===== src/rtl/core/bcrs_pkg.sv =====
// bcrs_pkg: shared types and constants of the chunk request sequencer
// holds the operation codes, result kinds and the job record passed front to back
// no dependencies
`timescale 1ns / 1ps

package bcrs_pkg;

  // operation codes of an input request
  typedef enum logic [1:0] {
    OpStart = 2'd0,
    OpBill  = 2'd1,
    OpTick  = 2'd2
  } op_e;

  // kind of a result
  typedef enum logic {
    MsgChunk = 1'b0,
    MsgEnd   = 1'b1
  } kind_e;

  localparam int unsigned BitmapWidth = 32;
  localparam int unsigned IndexWidth  = 32;
  localparam int unsigned RegionWidth = 27;
  localparam int unsigned ExpectWidth = 28;
  localparam int unsigned JobDepth    = 2;

  // one unit of work for the back end: chunks to send and an optional end message
  typedef struct packed {
    logic [BitmapWidth-1:0] mask;
    logic [IndexWidth-1:0]  base;
    logic                   end_flag;
  } job_t;

endpackage


===== src/rtl/core/bcrs_front.sv =====
// bcrs_front: session state and classification of incoming requests
// turns accepted requests into jobs for the back end; uses bcrs_pkg
`timescale 1ns / 1ps

module bcrs_front #(
  parameter int unsigned CHUNKS_PER_REGION = 32
) (
  input  logic                                clk_i,
  input  logic                                rst_ni,
  input  logic [31:0]                         total_chunks_i,
  input  logic                                accept_i,
  input  logic [1:0]                          operation_i,
  input  logic [bcrs_pkg::RegionWidth-1:0]    bill_region_i,
  input  logic [bcrs_pkg::BitmapWidth-1:0]    bill_bitmap_i,
  output logic                                job_valid_o,
  output bcrs_pkg::job_t                      job_o
);

  localparam int unsigned ProdW = 33;

  logic                               active_q, active_d;
  logic                               seen_q, seen_d;
  logic [bcrs_pkg::ExpectWidth-1:0]   expect_q, expect_d;

  logic [ProdW-1:0]                   base;
  logic [ProdW-1:0]                   total;
  logic [ProdW-1:0]                   limit;
  logic                               in_range;
  logic                               is_final;
  logic [bcrs_pkg::BitmapWidth-1:0]   enable;
  logic [bcrs_pkg::BitmapWidth-1:0]   mask;

  // first chunk of the bill's region and room left below the total
  assign base  = ProdW'(bill_region_i) * ProdW'(CHUNKS_PER_REGION);
  assign total = ProdW'(total_chunks_i);
  assign limit = total - base;

  // region inside expected..final, final when fewer than a region remain
  assign in_range = active_q && (expect_q <= bcrs_pkg::ExpectWidth'(bill_region_i))
                    && (base <= total);
  assign is_final = in_range && (limit < ProdW'(CHUNKS_PER_REGION));

  // chunks that exist in this region
  always_comb begin
    for (int i = 0; i < bcrs_pkg::BitmapWidth; i++) begin
      enable[i] = (i < CHUNKS_PER_REGION) && (ProdW'(i) < limit);
    end
  end
  assign mask = bill_bitmap_i & enable;

  // session state update and job generation
  always_comb begin
    active_d    = active_q;
    seen_d      = seen_q;
    expect_d    = expect_q;
    job_valid_o = 1'b0;
    job_o.mask     = mask;
    job_o.base     = base[bcrs_pkg::IndexWidth-1:0];
    job_o.end_flag = is_final;
    if (accept_i) begin
      unique case (bcrs_pkg::op_e'(operation_i))
        bcrs_pkg::OpStart: begin
          if (!active_q) begin
            active_d = 1'b1;
            seen_d   = 1'b1;
            expect_d = '0;
          end
        end
        bcrs_pkg::OpBill: begin
          if (in_range) begin
            expect_d    = bcrs_pkg::ExpectWidth'(bill_region_i) + 1'b1;
            seen_d      = 1'b1;
            active_d    = !is_final;
            job_valid_o = (mask != '0) || is_final;
          end
        end
        bcrs_pkg::OpTick: begin
          seen_d = 1'b0;
          if (active_q && !seen_q) begin
            active_d       = 1'b0;
            job_valid_o    = 1'b1;
            job_o.mask     = '0;
            job_o.end_flag = 1'b1;
          end
        end
        default: begin
        end
      endcase
    end
  end

  // session registers
  always_ff @(posedge clk_i or negedge rst_ni) begin
    if (!rst_ni) begin
      active_q <= 1'b0;
      seen_q   <= 1'b0;
      expect_q <= '0;
    end else begin
      active_q <= active_d;
      seen_q   <= seen_d;
      expect_q <= expect_d;
    end
  end

endmodule


===== src/rtl/core/bcrs_job_fifo.sv =====
// bcrs_job_fifo: short queue of jobs between front and back end
// register based, depth from bcrs_pkg; uses bcrs_pkg
`timescale 1ns / 1ps

module bcrs_job_fifo (
  input  logic           clk_i,
  input  logic           rst_ni,
  input  logic           wr_en_i,
  input  bcrs_pkg::job_t wr_job_i,
  output logic           full_o,
  input  logic           rd_en_i,
  output logic           valid_o,
  output bcrs_pkg::job_t rd_job_o
);

  localparam int unsigned PtrW = (bcrs_pkg::JobDepth > 1) ? $clog2(bcrs_pkg::JobDepth) : 1;
  localparam int unsigned CntW = $clog2(bcrs_pkg::JobDepth + 1);

  bcrs_pkg::job_t        mem_q [bcrs_pkg::JobDepth];
  logic [PtrW-1:0]       wr_ptr_q, rd_ptr_q;
  logic [CntW-1:0]       count_q;
  logic                  do_wr, do_rd;

  assign full_o   = (count_q == CntW'(bcrs_pkg::JobDepth));
  assign valid_o  = (count_q != '0);
  assign rd_job_o = mem_q[rd_ptr_q];
  assign do_wr    = wr_en_i && !full_o;
  assign do_rd    = rd_en_i && valid_o;

  // storage, written at the tail
  always_ff @(posedge clk_i) begin
    if (do_wr) begin
      mem_q[wr_ptr_q] <= wr_job_i;
    end
  end

  // pointers and fill count
  always_ff @(posedge clk_i or negedge rst_ni) begin
    if (!rst_ni) begin
      wr_ptr_q <= '0;
      rd_ptr_q <= '0;
      count_q  <= '0;
    end else begin
      if (do_wr) begin
        wr_ptr_q <= (wr_ptr_q == PtrW'(bcrs_pkg::JobDepth - 1)) ? '0 : wr_ptr_q + 1'b1;
      end
      if (do_rd) begin
        rd_ptr_q <= (rd_ptr_q == PtrW'(bcrs_pkg::JobDepth - 1)) ? '0 : rd_ptr_q + 1'b1;
      end
      case ({do_wr, do_rd})
        2'b10:   count_q <= count_q + 1'b1;
        2'b01:   count_q <= count_q - 1'b1;
        default: count_q <= count_q;
      endcase
    end
  end

endmodule


===== src/rtl/core/bcrs_back.sv =====
// bcrs_back: walks a job's chunk mask; one result per cycle unless
// a result waits; holds the output result register; uses bcrs_pkg
`timescale 1ns / 1ps

module bcrs_back (
  input  logic                              clk_i,
  input  logic                              rst_ni,
  input  logic                              job_valid_i,
  input  bcrs_pkg::job_t                    job_i,
  output logic                              job_take_o,
  output logic                              out_valid_o,
  input  logic                              out_take_i,
  output logic                              message_kind_o,
  output logic [bcrs_pkg::IndexWidth-1:0]   chunk_index_o,
  output logic                              last_result_o
);

  localparam int unsigned BitW = $clog2(bcrs_pkg::BitmapWidth);

  logic                               busy_q;
  logic [bcrs_pkg::BitmapWidth-1:0]   mask_q, mask_d;
  logic [bcrs_pkg::IndexWidth-1:0]    base_q;
  logic                               end_q;

  logic                               out_valid_q;
  logic                               kind_q;
  logic [bcrs_pkg::IndexWidth-1:0]    index_q;
  logic                               last_q;

  logic                               emit;
  logic                               done;
  logic [BitW-1:0]                    low_bit;
  logic                               res_kind;
  logic [bcrs_pkg::IndexWidth-1:0]    res_index;
  logic                               res_last;

  // lowest pending chunk
  always_comb begin
    low_bit = '0;
    for (int i = bcrs_pkg::BitmapWidth - 1; i >= 0; i--) begin
      if (mask_q[i]) begin
        low_bit = BitW'(i);
      end
    end
  end

  // next result of the current job
  always_comb begin
    mask_d = mask_q;
    if (mask_q != '0) begin
      mask_d         = mask_q & (mask_q - 1'b1);
      res_kind  = bcrs_pkg::MsgChunk;
      res_index = base_q + bcrs_pkg::IndexWidth'(low_bit);
      res_last  = (mask_d == '0) && !end_q;
    end else begin
      res_kind  = bcrs_pkg::MsgEnd;
      res_index = '0;
      res_last  = 1'b1;
    end
  end

  assign emit       = busy_q && (!out_valid_q || out_take_i);
  assign done       = emit && res_last;
  assign job_take_o = job_valid_i && (!busy_q || done);

  // job walker
  always_ff @(posedge clk_i or negedge rst_ni) begin
    if (!rst_ni) begin
      busy_q <= 1'b0;
    end else if (job_take_o) begin
      busy_q <= 1'b1;
    end else if (done) begin
      busy_q <= 1'b0;
    end
  end

  always_ff @(posedge clk_i) begin
    if (job_take_o) begin
      mask_q <= job_i.mask;
      base_q <= job_i.base;
      end_q  <= job_i.end_flag;
    end else if (emit) begin
      mask_q <= mask_d;
    end
  end

  // result register
  always_ff @(posedge clk_i or negedge rst_ni) begin
    if (!rst_ni) begin
      out_valid_q <= 1'b0;
    end else if (emit) begin
      out_valid_q <= 1'b1;
    end else if (out_take_i) begin
      out_valid_q <= 1'b0;
    end
  end

  always_ff @(posedge clk_i) begin
    if (emit) begin
      kind_q  <= res_kind;
      index_q <= res_index;
      last_q  <= res_last;
    end
  end

  assign out_valid_o    = out_valid_q;
  assign message_kind_o = kind_q;
  assign chunk_index_o  = index_q;
  assign last_result_o  = last_q;

endmodule


===== src/rtl/core/bill_to_chunk_request_sequencer.sv =====
// bill_to_chunk_request_sequencer: top level of the chunk request sequencer
// ties front end, job queue and back end together; uses bcrs_pkg and the bcrs_* modules
`timescale 1ns / 1ps

// Usage
//   Input side is a queue: drive operation_i, bill_region_i, bill_bitmap_i with push;
//   a request is taken at a clock edge where push is high and full is low.
//   Output side is a queue: while empty is low a result sits on message_kind_o,
//   chunk_index_o and last_result_o; pop takes it. last_result_o marks the final
//   result of one request.
//   total_chunks is written over cfg_valid_i / cfg_ready_o / cfg_data_i; ready is
//   always high, write only while no work is outstanding.
// Timing
//   The front end decides a request in the cycle it is taken, so one request can be
//   taken every cycle while the job queue has room. The back end issues one result per
//   cycle unless a result waits for pop; a bill with n chunks and an optional end gives n or
//   n+1 results, 33 at most, sent on via the job queue, job register and result register.
// Reset and stalls
//   Reset ends the session, clears total_chunks and empties queue and result register.
//   When pop stays low the result register holds, the back end waits, the two-entry job
//   queue fills and then full goes high.
module bill_to_chunk_request_sequencer #(
  parameter int unsigned CHUNKS_PER_REGION = 32
) (
  input  logic                              clk_i,
  input  logic                              rst_ni,
  input  logic                              cfg_valid_i,
  output logic                              cfg_ready_o,
  input  logic [31:0]                       cfg_data_i,
  input  logic                              push,
  output logic                              full,
  input  logic [1:0]                        operation_i,
  input  logic [bcrs_pkg::RegionWidth-1:0]  bill_region_i,
  input  logic [bcrs_pkg::BitmapWidth-1:0]  bill_bitmap_i,
  output logic                              empty,
  input  logic                              pop,
  output logic                              message_kind_o,
  output logic [bcrs_pkg::IndexWidth-1:0]   chunk_index_o,
  output logic                              last_result_o
);

  logic [31:0]      total_chunks_q;
  logic             accept;
  logic             job_valid;
  bcrs_pkg::job_t   job_in;
  bcrs_pkg::job_t   job_head;
  logic             head_valid;
  logic             head_take;
  logic             out_valid;

  // configuration register
  assign cfg_ready_o = 1'b1;
  always_ff @(posedge clk_i or negedge rst_ni) begin
    if (!rst_ni) begin
      total_chunks_q <= '0;
    end else if (cfg_valid_i && cfg_ready_o) begin
      total_chunks_q <= cfg_data_i;
    end
  end

  // request accepted
  assign accept = push && !full;

  // front end
  bcrs_front #(
    .CHUNKS_PER_REGION(CHUNKS_PER_REGION)
  ) u_front (
    .clk_i          (clk_i),
    .rst_ni         (rst_ni),
    .total_chunks_i (total_chunks_q),
    .accept_i       (accept),
    .operation_i    (operation_i),
    .bill_region_i  (bill_region_i),
    .bill_bitmap_i  (bill_bitmap_i),
    .job_valid_o    (job_valid),
    .job_o          (job_in)
  );

  // job queue
  bcrs_job_fifo u_fifo (
    .clk_i    (clk_i),
    .rst_ni   (rst_ni),
    .wr_en_i  (job_valid),
    .wr_job_i (job_in),
    .full_o   (full),
    .rd_en_i  (head_take),
    .valid_o  (head_valid),
    .rd_job_o (job_head)
  );

  // back end
  bcrs_back u_back (
    .clk_i          (clk_i),
    .rst_ni         (rst_ni),
    .job_valid_i    (head_valid),
    .job_i          (job_head),
    .job_take_o     (head_take),
    .out_valid_o    (out_valid),
    .out_take_i     (pop),
    .message_kind_o (message_kind_o),
    .chunk_index_o  (chunk_index_o),
    .last_result_o  (last_result_o)
  );

  assign empty = !out_valid;

endmodule

===== config.mk =====
export PLATFORM = sky130hd
export DESIGN_NAME = bill_to_chunk_request_sequencer
export DESIGN_NICKNAME = d
export VERILOG_FILES = /design/src/rtl/core/bcrs_pkg.sv /design/src/rtl/core/bcrs_front.sv /design/src/rtl/core/bcrs_job_fifo.sv /design/src/rtl/core/bcrs_back.sv /design/src/rtl/core/bill_to_chunk_request_sequencer.sv
export SDC_FILE = /design/constraint.sdc
export NUM_CORES = 1
export LEC_CHECK = 0
export BUFFER_PORTS_ARGS = -buffer_cell sky130_fd_sc_hd__buf_2
export CAP_MARGIN = 20
export CORE_MARGIN = 4
export CORE_UTILIZATION = 60
export CTS_CLUSTER_DIAMETER = 30
export DETAILED_ROUTE_END_ITERATION = 6
export GPL_TIMING_DRIVEN = 0
export PLACE_DENSITY = 0.83
export SETUP_SLACK_MARGIN = 0.5
export SYNTH_ARGS = -nofsm -noshare
export SYNTH_HDL_FRONTEND = slang
export SYNTH_SLANG_ARGS = --single-unit

===== constraint.sdc =====
create_clock -name clk_i -period 11.75 [get_ports clk_i]
set_input_delay 1.175 -clock clk_i [delete_from_list [all_inputs] [get_ports clk_i]]
set_output_delay 1.175 -clock clk_i [all_outputs]
set_load 0.05 [all_outputs]

# Yosys cells after proc, flatten, opt, wreduce, memory -nomap -nowiden

Memories as Yosys holds them, arrays and structs flattened.
Cells that the tools add are included.

Add/subtract/negate cells: 8
$lt $le $gt $ge: 35
Eq/ne operators: 8
Multiplexer cells: 65
Bitwise operators: 2
Reduce and logical (&&, ||, !) cells: 36

Operator list:

| cell                                                        | count |
|---|---|
| less-than comparator 5 x 33 -> 1 bit, first input constant  | 16 |
| less-than comparator 4 x 33 -> 1 bit, first input constant  | 8 |
| two-way mux 32 bit                                          | 6 |
| two-way mux 5 bit                                           | 32 |
| less-than comparator 3 x 33 -> 1 bit, first input constant  | 4 |
| less-than comparator 1 x 33 -> 1 bit, first input constant  | 2 |
| less-than comparator 2 x 33 -> 1 bit, first input constant  | 2 |
| bitwise AND 32 bit                                          | 2 |
| nonzero test 32 bit                                         | 2 |
| two-way mux 28 bit                                          | 2 |
| one-hot mux 28 bit (2 select lines)                         | 1 |
| less-than comparator 33 x 6 -> 1 bit, second input constant | 1 |
| subtractor 32 x 32 -> 33 bit                                | 1 |
| adder 32 x 5 -> 32 bit                                      | 1 |
| <= comparator 32 bit                                        | 1 |
| logical NOT 32 bit                                          | 1 |
| subtractor 32 x 1 -> 32 bit, second input constant          | 1 |
| adder 27 x 1 -> 28 bit, second input constant               | 1 |
| <= comparator 28 x 27 -> 1 bit                              | 1 |
| two-way mux 1 bit                                           | 20 |
| nonzero test 2 bit                                          | 7 |
| AND reduction 4 bit                                         | 3 |
| logical AND 1 bit                                           | 11 |
| == test 2 bit, second input constant                        | 3 |
| other kinds (14)                                            | 25 |

Flip-flop bits (word level): 167
Bits in writable memories: 120
Input bits: 98
Output and inout bits: 37
Word-level logic and storage cells: 170
Memories: 1

Memory list:

| name         | depth | bits a word | rd ports | clocked after memory_dff | wr ports | line                | RTL |
|---|---|---|---|---|---|---|---|
| u_fifo.mem_q | 2     | 60          | 1        | 0                        | 1        | bcrs_job_fifo.sv:19 | `bcrs_pkg::job_t mem_q [bcrs_pkg::JobDepth];` |

# Depth between registers and ports, before layout

Depth after elaboration: 33
Gate-level depth with buffers: 20
Gate-level depth less buffers: 19

# Hierarchy

From an unflattened synthesis, not the netlist that was laid out.

Cells, all modules: 1509
Area, all modules: 17222.8 µm²

By module, submodules not included:

| module                          | instances | cells an instance | area each (µm²) | sequential area each (µm²) |
|---|---|---|---|---|
| bcrs_front                      | 1         | 773               | 5565.3          | 750.7 |
| bcrs_back                       | 1         | 444               | 5242.5          | 3022.9 |
| bcrs_job_fifo                   | 1         | 220               | 5048.6          | 4003.8 |
| bill_to_chunk_request_sequencer | 1         | 72                | 1366.3          | 800.8 |

# Worst setup path after synthesis

OpenSTA, ideal clock, no wires.

Kind: input to register
From: input port bill_region_i[13] (netlist name)
To: memory u_fifo.mem_q[0][0] (netlist name) (enable)
Library setup time: 0.568 ns
Arrival: 8.556 ns
Required time: 11.182 ns
Setup slack: 2.626 ns
Stages on the path: 14
Buffers on the path: 1
Path through: inv_1 ha_1 clkbuf_1 a21oi_1 o21ai_0 or2_2 o32ai_1 a31oi_1 or2_2 nor4_1 mux2i_1 nor3_2 a31o_2 a211oi_1

Longest elaborated chain between the ends: 11
Elaborated cells between the ends (all ways): 48
Those cells by class: 1 x add/sub; 35 x order compare; 5 x mux; 1 x bitwise; 6 x reduce/logical

Ends and longest elaborated chain:

| element                                                                        | line                                  | RTL |
|---|---|---|
| start: declaration                                                             | bill_to_chunk_request_sequencer.sv:33 | `input logic [bcrs_pkg::RegionWidth-1:0] bill_region_i,` |
| subtractor 32 x 32 -> 33 bit or <= comparator 28 x 27 -> 1 bit (tied branches) | bcrs_front.sv:36, bcrs_front.sv:39    |  |
| less-than comparator 1 x 33 -> 1 bit (tied with other cells)                   | bcrs_front.sv:46                      | `enable[i] = (i < CHUNKS_PER_REGION) && (ProdW'(i) < limit);` |
| bitwise AND 32 bit or logical AND 1 bit (tied branches)                        | bcrs_front.sv:49, bcrs_front.sv:40    |  |
| nonzero test 32 bit or logical AND 1 bit (tied branches)                       | bcrs_front.sv:74, bcrs_front.sv:41    |  |
| logical OR 1 bit                                                               | bcrs_front.sv:74                      | `job_valid_o = (mask != '0) \|\| is_final;` |
| two-way mux 1 bit (*)                                                          | bcrs_front.sv:70                      | `if (in_range) begin` |
| one-hot mux 1 bit (2 select lines) (*)                                         | bcrs_front.sv:61                      | `unique case (bcrs_pkg::op_e'(operation_i))` |
| two-way mux 1 bit (*)                                                          | bcrs_front.sv:60                      | `if (accept_i) begin` |
| logical AND 1 bit (*)                                                          | bcrs_job_fifo.sv:27                   | `assign do_wr = wr_en_i && !full_o;` |
| two-way mux 1 bit (*)                                                          | bcrs_job_fifo.sv:32                   | `if (do_wr) begin` |
| two-way mux 1 bit (implied by the code) (*)                                    | bcrs_job_fifo.sv:33                   | `mem_q[wr_ptr_q] <= wr_job_i;` |
| end: declaration                                                               | bcrs_job_fifo.sv:19                   |  |

Every way passes the cells marked *; elsewhere a longest branch is shown, timed or not.

# Worst setup path after layout

From: input port bill_region_i[19] (netlist name)
To: memory u_fifo.mem_q[0][17] (netlist name) (enable)

The elaborated chain is that of the path after synthesis.

==> results.md <==
| Metric | Reported |
|:---|:---|
| Run status | complete, but fails checks |
| Violations in the final reports | design-rule violations |
| Total grt overflow | 0 |
| Slew at the pin closest to its max-slew limit | 1.01 ns |
| Detailed-route wire length per cell | 22.1 um |
| Min cycle time layout | 6.11 ns |
| Clock root cell | sky130_fd_sc_hd__clkbuf_16 |
| Placer's final routability congestion estimate | 0.938 |
| Cell count of the worst hold path | 2 |
| Buffers plus inverters on the worst setup path | 6 |
| Number of antenna violations at the first check in global routing | 4 |
| Final number of setup-violating endpoints | 0 |
| Die ar. | 0.0279 mm^2 |
| Post-CTS Setup Repair Bufs | 0 |
| Commonest cells after routing, fill and taps aside | sky130_fd_sc_hd__edfxtp_1 (214), sky130_fd_sc_hd__buf_2 (142), sky130_fd_sc_hd__nand2_1 (126), sky130_fd_sc_hd__a21oi_1 (74), sky130_fd_sc_hd__nor2_1 (71) |
| Global-route wire length before repair | 65500 um |
| Synth-to-Final Area Change | 20.4% |
| Dominant delay contributor by cell family on the critical path | compound AO/OA/AOI/OAI gates |
| Tcrit/Tclk final | 52.0% |
| Worst clock skew | 0.0511 ns |
| Min-Delay Startpoint | u_front.expect_q[25] |
| Syn Area/Cell | 11.3 um^2 |
| Final antenna-violating net count | 0 |
| Number of global-route vias before repair | 12100 |
| Largest stage delay on the critical path | 0.87 ns |
| Most used flip-flop cell after synthesis | sky130_fd_sc_hd__edfxtp_1 |
| Relative slew margins | 32.7% |
| Cell row count | 57 |
| Number of port buffers | 132 |
| Layout cell share with drive strength beyond 1 | 20.5% |
| Worst IR Drop VDD | 0.132 mV |
| Crit path from | bill_region_i[19] |
| Num ports | 135 |
| Hold buffers post-CTS | 0 |
| Count of distinct cell types in the synthesized netlist | 80 |
| Clock Path Buffers | 3 |
| Kind of critical path | primary input to flip-flop |
| Mapped Cells | 1347 |
| Insertion delay of the later-clocked pin in the worst-skew pair | 0.58 ns |
| Critical path peak fanout | 17 |
| Static power due to leakage | 0.00742 uW |
| Setup repair after global routing missed its margin | no |
| Sum Neg Setup Slack | 0 ns |
| Vertical extent of the die | 167 um |
| Quantity of gates resized following cts | 0 |
| Fin nets | 1699 |
| Number of design rule violations left after detail routing | 2 |
| Most frequent standard cell in the layout excluding fill and tap cells | sky130_fd_sc_hd__edfxtp_1 |
| Clock buffers created by TritonCTS | 50 |
| Worst-case reg-to-reg path depth | 16 |
| Crit path capture type | flip-flop |
| CTS H-tree lvls | 2 |
| Hold Vio Cnt, Final | 0 |
| Data arrival at the endpoint of the critical path | 6.37 ns |
| Share of synthesized registers carrying an async set or reset | 24.1% |
| Final wirelength | 42200 um |
| Number of synthesized register bits | 282 |
| Number of warnings issued by yosys | 0 |
| Routed vias | 12300 |
| Worst EP required | 12.02 ns |
| Sequential fraction of the synthesis area | 53.6% |
| Post-synthesis instance area | 0.0152 mm^2 |
| Total number of cells along the worst setup path | 18 |
| Fmax | 164 MHz |
| Max-Cap Viols | 0 |
| Half-perimeter wire length after detailed placement | 28800 um |
| Total power | 3360 uW |
| Total iterations of the first detailed-routing run | 7 |
| Number of vias per cell after detailed routing | 6.42 |
| Count of clock tree sinks | 282 |
| Number of enable flip-flop cells after synthesis | 214 |
| Fin. max-slew vios | 0 |
| Slowest CP cell | sky130_fd_sc_hd__a211oi_4 |
| Post-Place Cell Area | 0.0164 mm^2 |
| Reg2Reg Launch Point | total_chunks_q[23] |
| Sort of element at the start of the critical path | primary input |
| Die X | 167 um |
| Critical-path cell list | buf_2, inv_1, ha_1, clkbuf_1, inv_1, o311ai_0, o21ai_0, nand3b_1, o221ai_1, xnor2_1, or2_2, nor4_1, mux2i_1, nor3_2, a31o_2, a211oi_4, buf_8, buf_8 |
| Placeable Area | 0.0246 mm^2 |
| Aggregate global-route resource usage | 29.4% |
| Power per standard cell area | 184 mW/mm^2 |
| Synth Net Count | 1506 |
| Effective utilization at floorplan | 61.7% |
| Cell area after layout | 0.0183 mm^2 |
| TritonCTS clock tree | built |
| 1st-iter DRT viols | 1550 |
| Largest net degree at the start of global routing | 69 |
| Clock-pin slew on the worst setup and hold paths | 0.05 ns |
| Hold Path Class | flip-flop to flip-flop |
==> final timing paths <==
| check | endpoint | slack, ns |
|---|---|---|
| setup / recovery | u_fifo.mem_q[0][17] | 5.64 |
| hold / removal | u_front.expect_q[25] | 0.49 |
| setup reg to reg | u_fifo.mem_q[0][17] | 6.26 |
| hold reg to reg | u_front.expect_q[25] | 0.49 |
| max in group asynchronous | u_front.expect_q[25] | 10.33 |
| min in group asynchronous | total_chunks_q[31] | 0.75 |
==> sequential cells by signal, summed over array words and instances, names as in the netlist <==
register               count
u_back.mask_q             32
u_fifo.mem_q             120
u_fifo.rd_ptr_q            1
u_front.seen_q             1
u_front.active_q           1
total_chunks_q            32
u_front.expect_q          28
u_back.base_q             27
u_back.busy_q              1
u_back.last_result_o       1
u_back.message_kind_o      1
u_fifo.count_q             2
u_back.chunk_index_o      32
u_fifo.wr_ptr_q            1
u_back.end_q               1
u_back.out_valid_o         1
==> worst register-to-register path: cells and delay by family (launching register included) <==
| family | cells | cell delay (ns) |
|---|---|---|
| simple gates | 4 | 1.03 |
| xor+xnor | 1 | 0.16 |
| flops | 1 | 0.38 |
| fa+ha+maj | 1 | 0.27 |
| buf+inv | 3 | 0.77 |
| mux | 1 | 0.28 |
| compound gates | 6 | 2.31 |
==> report_power, final <==
part           internal, uW  total, uW  leakage, uW  switching (uW)
Clock                   971       1520     0.000873             552
Sequential             1150       1200      0.00282            48.8
Combinational           250        646      0.00373             396
==> metrics by stage <==
stage,hold slack [ns],util [%],instances,worst slack [ns]
finish,0.488,74.2,1909,5.64
floorplan,0.447,-,1347,2.63
detailed placement,0.478,66.7,1811,5.22
global placement,0.455,66.0,1803,-0.245
global route,0.511,74.2,1909,5.37
CTS,0.486,74.1,1905,5.75
==> logic make-up (layout without fill, tap and decap cells) <==
| kind of cell | Yosys count | in the layout | synth area share [%] |
|---|---|---|---|
| simple gates | 420 | 420 | 13.9 |
| compound gates | 298 | 298 | 13.0 |
| flops | 282 | 282 | 53.6 |
| mux | 124 | 124 | 8.65 |
| buf+inv | 115 | 350 | 3.06 |
| fa+ha+maj | 65 | 65 | 5.34 |
| xor+xnor | 42 | 42 | 2.42 |
| other cells | 1 | 4 | 0.0247 |
==> per-layer routing <==
metal  wire (um)  up-vias  global-route usage (%)
met5           7        -                       0
met4        1510        2                    11.6
met3        4340      136                    6.64
met2       19400      817                    46.1
met1       16900     5835                    40.1
li1            -     5468                       -
==> synthesized netlist by cell type (38+ instances only) <==
| library cell | count | share of area [%] |
|---|---|---|
| sky130_fd_sc_hd__clkbuf_1 | 44 | 1.1 |
| sky130_fd_sc_hd__o21ai_0 | 58 | 1.9 |
| sky130_fd_sc_hd__inv_1 | 54 | 1.3 |
| sky130_fd_sc_hd__a21oi_1 | 74 | 2.4 |
| sky130_fd_sc_hd__nand2_1 | 126 | 3.1 |
| sky130_fd_sc_hd__ha_1 | 60 | 4.9 |
| sky130_fd_sc_hd__nor2_1 | 71 | 1.8 |
| sky130_fd_sc_hd__edfxtp_1 | 214 | 42 |
| sky130_fd_sc_hd__mux2i_1 | 67 | 4.4 |
| sky130_fd_sc_hd__dfrtp_1 | 68 | 11 |
| sky130_fd_sc_hd__mux2_2 | 57 | 4.2 |
| sky130_fd_sc_hd__xnor2_1 | 38 | 2.2 |
==> layout make-up <==
type                    count  area [um^2]
repair buffers            141          836
fillers                  1557         6340
diodes                      3         7.51
inverters                  55          206
flip-flops and latches    282         8130
multi-input cells         950         6620
plain buffers              60          258
clock inverters            38          517
well taps                 324          405
clock buffers              56         1290
Note: power is estimated with default switching activity, not from simulation.
